## config.mk

```make
export PLATFORM = sky130hd
export DESIGN_NAME = lfu_cache_table_top
export DESIGN_NICKNAME = d
export VERILOG_FILES = /design/src/rtl/lfu_pkg.sv /design/src/rtl/lfu_mem.sv /design/src/rtl/lfu_cache_table_top.sv
export SDC_FILE = /design/constraint.sdc
export NUM_CORES = 2
export LEC_CHECK = 0
export ABC_CLOCK_PERIOD_IN_PS = 17100
export BUFFER_PORTS_ARGS = -buffer_cell sky130_fd_sc_hd__buf_2
export CAP_MARGIN = 15
export CELL_PAD_IN_SITES_DETAIL_PLACEMENT = 1
export CELL_PAD_IN_SITES_GLOBAL_PLACEMENT = 2
export CORE_MARGIN = 3
export CORE_UTILIZATION = 45
export CTS_BUF_LIST = sky130_fd_sc_hd__clkbuf_16
export DETAILED_ROUTE_END_ITERATION = 10
export GPL_TIMING_DRIVEN = 0
export HOLD_SLACK_MARGIN = 0.03
export PLACE_DENSITY = 0.71
export SKIP_CTS_REPAIR_TIMING = 1
export SYNTH_ARGS = -nofsm -noshare
export SYNTH_HDL_FRONTEND = slang
export SYNTH_SLANG_ARGS = --single-unit
export TNS_END_PERCENT = 100
```

## constraint.sdc

```tcl
create_clock -name clk -period 17.1 [get_ports clk]
set_clock_uncertainty 0.05 [all_clocks]
set_input_delay 2.565 -clock clk [delete_from_list [all_inputs] [get_ports clk]]
set_output_delay 2.565 -clock clk [all_outputs]
set_load 0.01 [all_outputs]
```

## src/rtl/lfu_pkg.sv

```systemverilog
// Shared types and constants for the LFU cache table.
package lfu_pkg;
  localparam int KEY_W   = 32;
  localparam int VAL_W   = 32;
  localparam int CNT_W   = 32;
  localparam int STAMP_W = 48;
  localparam logic OP_GET = 1'b0;
  localparam logic OP_PUT = 1'b1;
  localparam logic [CNT_W-1:0] COUNT_MAX = '1;

  // One stored entry, as kept in the entry memory.
  typedef struct packed {
    logic [KEY_W-1:0]   key;
    logic [VAL_W-1:0]   value;
    logic [CNT_W-1:0]   count;
    logic [STAMP_W-1:0] stamp;
  } entry_t;

  // One result word.
  typedef struct packed {
    logic             evicted;
    logic [VAL_W-1:0] read_value;
    logic             hit;
  } result_t;
endpackage

```

## src/rtl/lfu_mem.sv

```systemverilog
// Entry memory: one write port, one registered read port.
module lfu_mem import lfu_pkg::*; #(
  parameter int DEPTH = 16,
  parameter int AW    = 4
) (
  input  logic          clk,
  input  logic          we,
  input  logic [AW-1:0] waddr,
  input  entry_t        wdata,
  input  logic [AW-1:0] raddr,
  output entry_t        rdata
);
  entry_t mem [DEPTH];

  // Synchronous write and read.
  always_ff @(posedge clk) begin
    if (we) begin
      mem[waddr] <= wdata;
    end
    rdata <= mem[raddr];
  end
endmodule

```

## src/rtl/lfu_cache_table_top.sv

```systemverilog
// Channel  | direction | word contents
// s_axis   | in        | tdata: opcode, lookup_key, write_value
// m_axis   | out       | tdata: hit, read_value, evicted
// apb      | in/out    | register 0: capacity at address 0
// Each item is handled by a scan that reads the entry memory one address a
// cycle for key match and victim choice, then by a write-back step. The read
// port of the single entry memory sets this pace.
// Reset is synchronous and clears valid bits, occupancy and access clock.
// A finished result sits in the output register; the next item is taken
// while it waits, but a new result is held until the old one leaves.
module lfu_cache_table_top import lfu_pkg::*; #(
  parameter int MAX_ENTRIES = 16
) (
  input  logic        clk,
  input  logic        rst,
  input  logic        s_axis_tvalid,
  output logic        s_axis_tready,
  // [0] opcode, [32:1] lookup_key, [64:33] write_value, [71:65] zero
  input  logic [71:0] s_axis_tdata,
  output logic        m_axis_tvalid,
  input  logic        m_axis_tready,
  // [0] hit, [32:1] read_value, [33] evicted, [39:34] zero
  output logic [39:0] m_axis_tdata,
  input  logic        psel,
  input  logic        penable,
  input  logic        pwrite,
  input  logic [0:0]  paddr,
  input  logic [31:0] pwdata,
  output logic [31:0] prdata,
  output logic        pready
);
  localparam int AW = (MAX_ENTRIES > 1) ? $clog2(MAX_ENTRIES) : 1;
  localparam int CW = $clog2(MAX_ENTRIES + 1);
  localparam int OW = (CW > 5) ? CW : 5;
  localparam logic [2:0] ST_IDLE = 3'd0, ST_SCAN = 3'd1, ST_LAST = 3'd2,
                         ST_WB = 3'd3, ST_OUT = 3'd4;

  // Configuration register.
  logic [4:0] capacity;
  assign pready = 1'b1;
  assign prdata = {27'd0, capacity};
  always_ff @(posedge clk) begin
    if (rst) begin
      capacity <= 5'd16;
    end else if (psel && penable && pwrite && paddr == 1'b0) begin
      capacity <= pwdata[4:0];
    end
  end

  logic [2:0] state;
  logic [MAX_ENTRIES-1:0] valid;
  logic [OW-1:0] occupancy;
  logic [STAMP_W-1:0] access_clock;
  logic op;
  logic [KEY_W-1:0] key;
  logic [VAL_W-1:0] wval;
  logic [AW:0] idx;
  logic [AW-1:0] rd_idx;
  logic found, vfound, ffound;
  logic [AW-1:0] hit_idx, vic_idx, free_idx;
  entry_t hit_ent, vic_ent;
  entry_t rdata, wdata;
  logic [AW-1:0] raddr, waddr;
  logic we;
  result_t res;
  logic res_pend, out_valid;
  logic [39:0] out_data;
  logic [OW-1:0] cap_eff;

  assign cap_eff = (OW'(capacity) > OW'(MAX_ENTRIES)) ? OW'(MAX_ENTRIES) : OW'(capacity);

  lfu_mem #(.DEPTH(MAX_ENTRIES), .AW(AW)) u_mem (
    .clk(clk), .we(we), .waddr(waddr), .wdata(wdata),
    .raddr(raddr), .rdata(rdata));

  assign raddr = idx[AW-1:0];
  assign s_axis_tready = (state == ST_IDLE) && !res_pend;
  assign m_axis_tvalid = out_valid;
  assign m_axis_tdata  = out_data;

  // Victim compare on the word just read.
  logic rd_ok, better;
  assign rd_ok = valid[rd_idx];
  assign better = !vfound || rdata.count < vic_ent.count ||
                  (rdata.count == vic_ent.count && rdata.stamp < vic_ent.stamp);

  // Write-back decisions.
  logic is_hit, do_ins, do_ev;
  logic [AW-1:0] ins_idx;
  assign is_hit = found;
  assign do_ev  = !found && op == OP_PUT && cap_eff != '0 &&
                  occupancy >= cap_eff && vfound;
  assign ins_idx = ffound ? free_idx : vic_idx;
  assign do_ins = !found && op == OP_PUT && cap_eff != '0 && (ffound || do_ev);

  always_comb begin
    we = 1'b0;
    waddr = hit_idx;
    wdata = hit_ent;
    if (state == ST_WB) begin
      if (is_hit && (op == OP_GET || cap_eff != '0)) begin
        we = 1'b1;
        if (hit_ent.count != COUNT_MAX) wdata.count = hit_ent.count + 1'b1;
        wdata.stamp = access_clock;
        if (op == OP_PUT) wdata.value = wval;
      end else if (do_ins) begin
        we = 1'b1;
        // With eviction the victim's slot is written, else the lowest free slot.
        waddr = do_ev ? vic_idx : ins_idx;
        wdata.key = key;
        wdata.value = wval;
        wdata.count = CNT_W'(1);
        wdata.stamp = access_clock;
      end
    end
  end

  // Sequencer: scan, write back, deliver.
  always_ff @(posedge clk) begin
    if (rst) begin
      state <= ST_IDLE;
      valid <= '0;
      occupancy <= '0;
      access_clock <= '0;
      res_pend <= 1'b0;
      out_valid <= 1'b0;
      idx <= '0;
    end else begin
      if (res_pend && (!out_valid || m_axis_tready)) begin
        out_valid <= 1'b1;
        out_data <= {6'd0, res.evicted, res.read_value, res.hit};
        res_pend <= 1'b0;
      end else if (out_valid && m_axis_tready) begin
        out_valid <= 1'b0;
      end
      unique case (state)
        ST_IDLE: begin
          if (s_axis_tvalid && s_axis_tready) begin
            op <= s_axis_tdata[0];
            key <= s_axis_tdata[32:1];
            wval <= s_axis_tdata[64:33];
            found <= 1'b0; vfound <= 1'b0; ffound <= 1'b0;
            idx <= (AW+1)'(1);
            rd_idx <= '0;
            state <= (MAX_ENTRIES == 1) ? ST_LAST : ST_SCAN;
          end
        end
        ST_SCAN, ST_LAST: begin
          if (rd_ok) begin
            if (!found && rdata.key == key) begin
              found <= 1'b1; hit_idx <= rd_idx; hit_ent <= rdata;
            end
            if (better) begin
              vfound <= 1'b1; vic_idx <= rd_idx; vic_ent <= rdata;
            end
          end else if (!ffound) begin
            ffound <= 1'b1; free_idx <= rd_idx;
          end
          rd_idx <= idx[AW-1:0];
          idx <= idx + 1'b1;
          if (state == ST_LAST) state <= ST_WB;
          else if (idx == (AW+1)'(MAX_ENTRIES-1)) state <= ST_LAST;
        end
        ST_WB: begin
          res.hit <= is_hit && (op == OP_GET || cap_eff != '0);
          res.read_value <= (is_hit && op == OP_GET) ? hit_ent.value : '0;
          res.evicted <= do_ev;
          if (is_hit && (op == OP_GET || cap_eff != '0)) begin
            access_clock <= access_clock + 1'b1;
          end else if (do_ins) begin
            valid[do_ev ? vic_idx : ins_idx] <= 1'b1;
            access_clock <= access_clock + 1'b1;
            if (!do_ev) occupancy <= occupancy + 1'b1;
          end else if (do_ev) begin
            valid[vic_idx] <= 1'b0;
            occupancy <= occupancy - 1'b1;
          end
          res_pend <= 1'b1;
          idx <= '0;
          state <= ST_OUT;
        end
        ST_OUT: begin
          state <= ST_IDLE;
        end
        default: state <= ST_IDLE;
      endcase
    end
  end
endmodule

```

==> results_dict.tcl <==
set metrics [dict create \
    async_reset_ff_share_pct 0 \
    avgSynthCellArea_um2 21.2 \
    r2r-start "op$_DFFE_PP_" \
    p_per_area_nw_per_um2 116 \
    wl_met2_mm 141 \
    cts_inserted_buffers 316 \
    grt_util_all_layers_pct 23.8 \
    multiInputGateArea_um2 23800 \
    worst_pin_slew_ns 1.23 \
    cp_slowest_cell "a21oi_1" \
    arrival_ns 7.43 \
    total_power_mw 15.0 \
    whs_ns 0.334 \
    grt_pass1_vias 58000 \
    min_path_cells 0 \
    setup_slack_ns 10.24 \
    netlist_instances 5204 \
    wirelength_met1_mm 126 \
    ff_latch_area_um2 85000 \
    critPathLaunch "op$_DFFE_PP_" \
    yosysWarnings 0 \
    cp.required_ns 17.66 \
    max_slew_margin_pct 17.9 \
    period_minus_slack_ns 6.86 \
    outcome "completed" \
    rr_worst_depth 13 \
    dp_cells 8783 \
    syn_area_um2 110000 \
    path_common_cell "buf_12" \
    crit_chain "inv_1, a211o_1, nor2_1, buf_4, inv_1, a21oi_1, clkbuf_1, nand3_1, nor2_4, buf_12, buf_12, buf_12, buf_16" \
    die-area_um2 251000 \
    crit_path_start_kind "flop" \
    max_cap_viol_count 0 \
    critical_path.max_fanout 18 \
    core_um2 242000 \
    io_pins 187 \
    yosysTopAreaCell "edfxtp_1" \
    synth_edf_count 2680 \
    seq_area_frac_synth_pct 77.2 \
    vias 55400 \
    slew_viol_final 0 \
    antenna_left 0 \
    ys.flop_type "edfxtp_1" \
    top_layer "met5" \
    ir_worst_vdd_mv 0.126 \
    chipHeight_um 501 \
    cts_tree "done" \
    start_util_pct 45.5 \
    fmax_ghz 0.146 \
    clock_latency_ns 0.95 \
    fp.dieW_um 501 \
    dp_slack_ns 10.35 \
    synthTopCellsByArea "edfxtp_1 73%, mux4_2 14%, dfxtp_1 4.1%, ha_1 1.0%, nand2_1 0.98%" \
    period_share_pct 40.1 \
    wl_per_cell_um 31.8 \
    drive_above_1_share_pct 26.8 \
    drt_pass1_iterations 5 \
    cts_sinks 2908 \
    finalWirelength_mm 298 \
    fp-row-count 180 \
    critPathMaxStageDelay_ns 0.90 \
    placed_area_um2 119000 \
    ys_seq_elements 2908 \
    yosys.area.top_type_share_pct 73.1 \
    hold_start "u_mem.rdata[102]$_DFF_P_" \
    cts-root-buf "clkbuf_16" \
    hpwl_mm 194 \
    filler_cell_count 21100 \
    h-tree-depth 5 \
    leakagePower_nw 41.7 \
    drcViolationCount 0 \
    nets 6150 \
    stdcell_count 9375 \
    final_area_um2 130000 \
    syn2layout_area_growth_pct 17.6 \
    crit_path_end_kind "flop" \
    critical_path_class "flop to flop" \
    setup_viol 0 \
    synth_cell_types 66 \
    hold_viol 0 \
    vias_per_cell 5.91 \
    cts_buffer_depth 4 \
    rsz0062_at_grt "no" \
    route.met3.wl_mm 21.9 \
    port_buffers 117 \
    path_clk_slew_ns 0.06 \
    fin_tns_setup_ns 0 \
    drt_iter0_markers 6522 \
    antenna_found_initial 12 \
    hold_class "flop to flop" \
    gp_congestion 0.760 \
    grt_pass1_wl_mm 426 \
    synth_common_cells "2680 x edfxtp_1, 703 x mux4_2, 289 x nand2_1, 228 x dfxtp_1, 192 x clkbuf_1" \
    grt_start_max_net_pins 45 \
    utilization_pct 53.5 \
    synth_most_common_cell "edfxtp_1" \
    overflow 0 \
]
-- worst max-delay path, delay by kind of cell, from the launching register on --
family | cells | cell delay (ns)
DFF | 1 | 0.60
buffers and inverters | 8 | 2.70
AOI/OAI and AO/OA | 2 | 1.52
and+or+nand+nor | 3 | 1.60
-- where the power goes --
group          internal (mW)  switching [mW]
clock network           3.94            2.72
registers               7.70          0.0340
logic                  0.273           0.294
total                   11.9            3.05
-- layout by cell type (no fill, tap or decap), drive strengths merged, types with 9 or more instances in the layout --
| cell type | netlist | routed |
|---|---|---|
| inv | 122 | 200 |
| clkinvlp | 0 | 9 |
| conb | 2 | 34 |
| xnor2 | 25 | 25 |
| or4 | 21 | 21 |
| mux2 | 35 | 35 |
| nor2b | 31 | 31 |
| a31oi | 18 | 18 |
| bufinv | 0 | 37 |
| a21o | 9 | 9 |
| a211oi | 39 | 39 |
| o22ai | 18 | 18 |
| nor3 | 15 | 15 |
| and4 | 12 | 12 |
| mux2i | 31 | 31 |
| ha | 91 | 91 |
| nor4 | 16 | 16 |
| a2111oi | 9 | 9 |
| edfxtp | 2680 | 2680 |
| clkbuf | 192 | 512 |
| or3 | 13 | 13 |
| mux4 | 703 | 703 |
| nor2 | 80 | 80 |
| a41oi | 9 | 9 |
| nand2 | 289 | 289 |
| clkinv | 0 | 112 |
| xor2 | 30 | 30 |
| nand3 | 28 | 28 |
| nand4 | 38 | 38 |
| o21ai | 85 | 85 |
| dfxtp | 228 | 228 |
| a21oi | 97 | 97 |
| o31ai | 32 | 32 |
| and3 | 46 | 46 |
| buf | 80 | 473 |
| and2 | 17 | 17 |
-- cells by family after synthesis --
kind of cell | share of synthesized area (%)
muxes | 15.0
buffers and inverters | 1.48
AOI/OAI and AO/OA | 1.99
and+or+nand+nor | 2.83
xor gates and xnor gates | 0.437
DFF | 77.2
adders and majority gates | 1.03
other | 0.00682
-- final timing paths --
path | to | slack (ns)
min reg2reg | hit_ent[102]$_DFFE_PP_ | 0.33
max | u_mem.mem[2][97]$_DFFE_PP_ | 10.24
min | hit_ent[102]$_DFFE_PP_ | 0.33
max reg2reg | u_mem.mem[2][97]$_DFFE_PP_ | 10.24
-- area by class of cell --
| type | instances | share of cell area [%] |
|---|---|---|
| flip-flops and latches | 2908 | 65.6 |
| multi-input cells | 1934 | 18.4 |
| clock buffers | 320 | 6.18 |
| repair buffers | 393 | 3.88 |
| well taps | 3185 | 3.08 |
| clock inverters | 236 | 1.57 |
| plain buffers | 272 | 0.916 |
| inverters | 122 | 0.353 |
| diodes | 5 | 0.00966 |
-- routing by layer --
| metal | GRT usage, % | vias up |
|---|---|---|
| li1 | - | 22900 |
| met1 | 33.9 | 29800 |
| met2 | 37.3 | 2215 |
| met3 | 4.95 | 503 |
| met4 | 7.13 | 8 |
| met5 | 0 | - |
-- flip-flops by register name, indices dropped and copies added (netlist names), 3 cells and up --
register,cells
access_clock,48
capacity,5
free_idx,4
hit_ent,144
hit_idx,4
idx,5
key,32
m_axis_tdata,34
occupancy,5
rd_idx,4
res,34
state,3
u_mem.mem,2304
u_mem.rdata,144
valid,16
vic_ent,80
vic_idx,4
wval,32
Power figures use the tool's default switching activity.
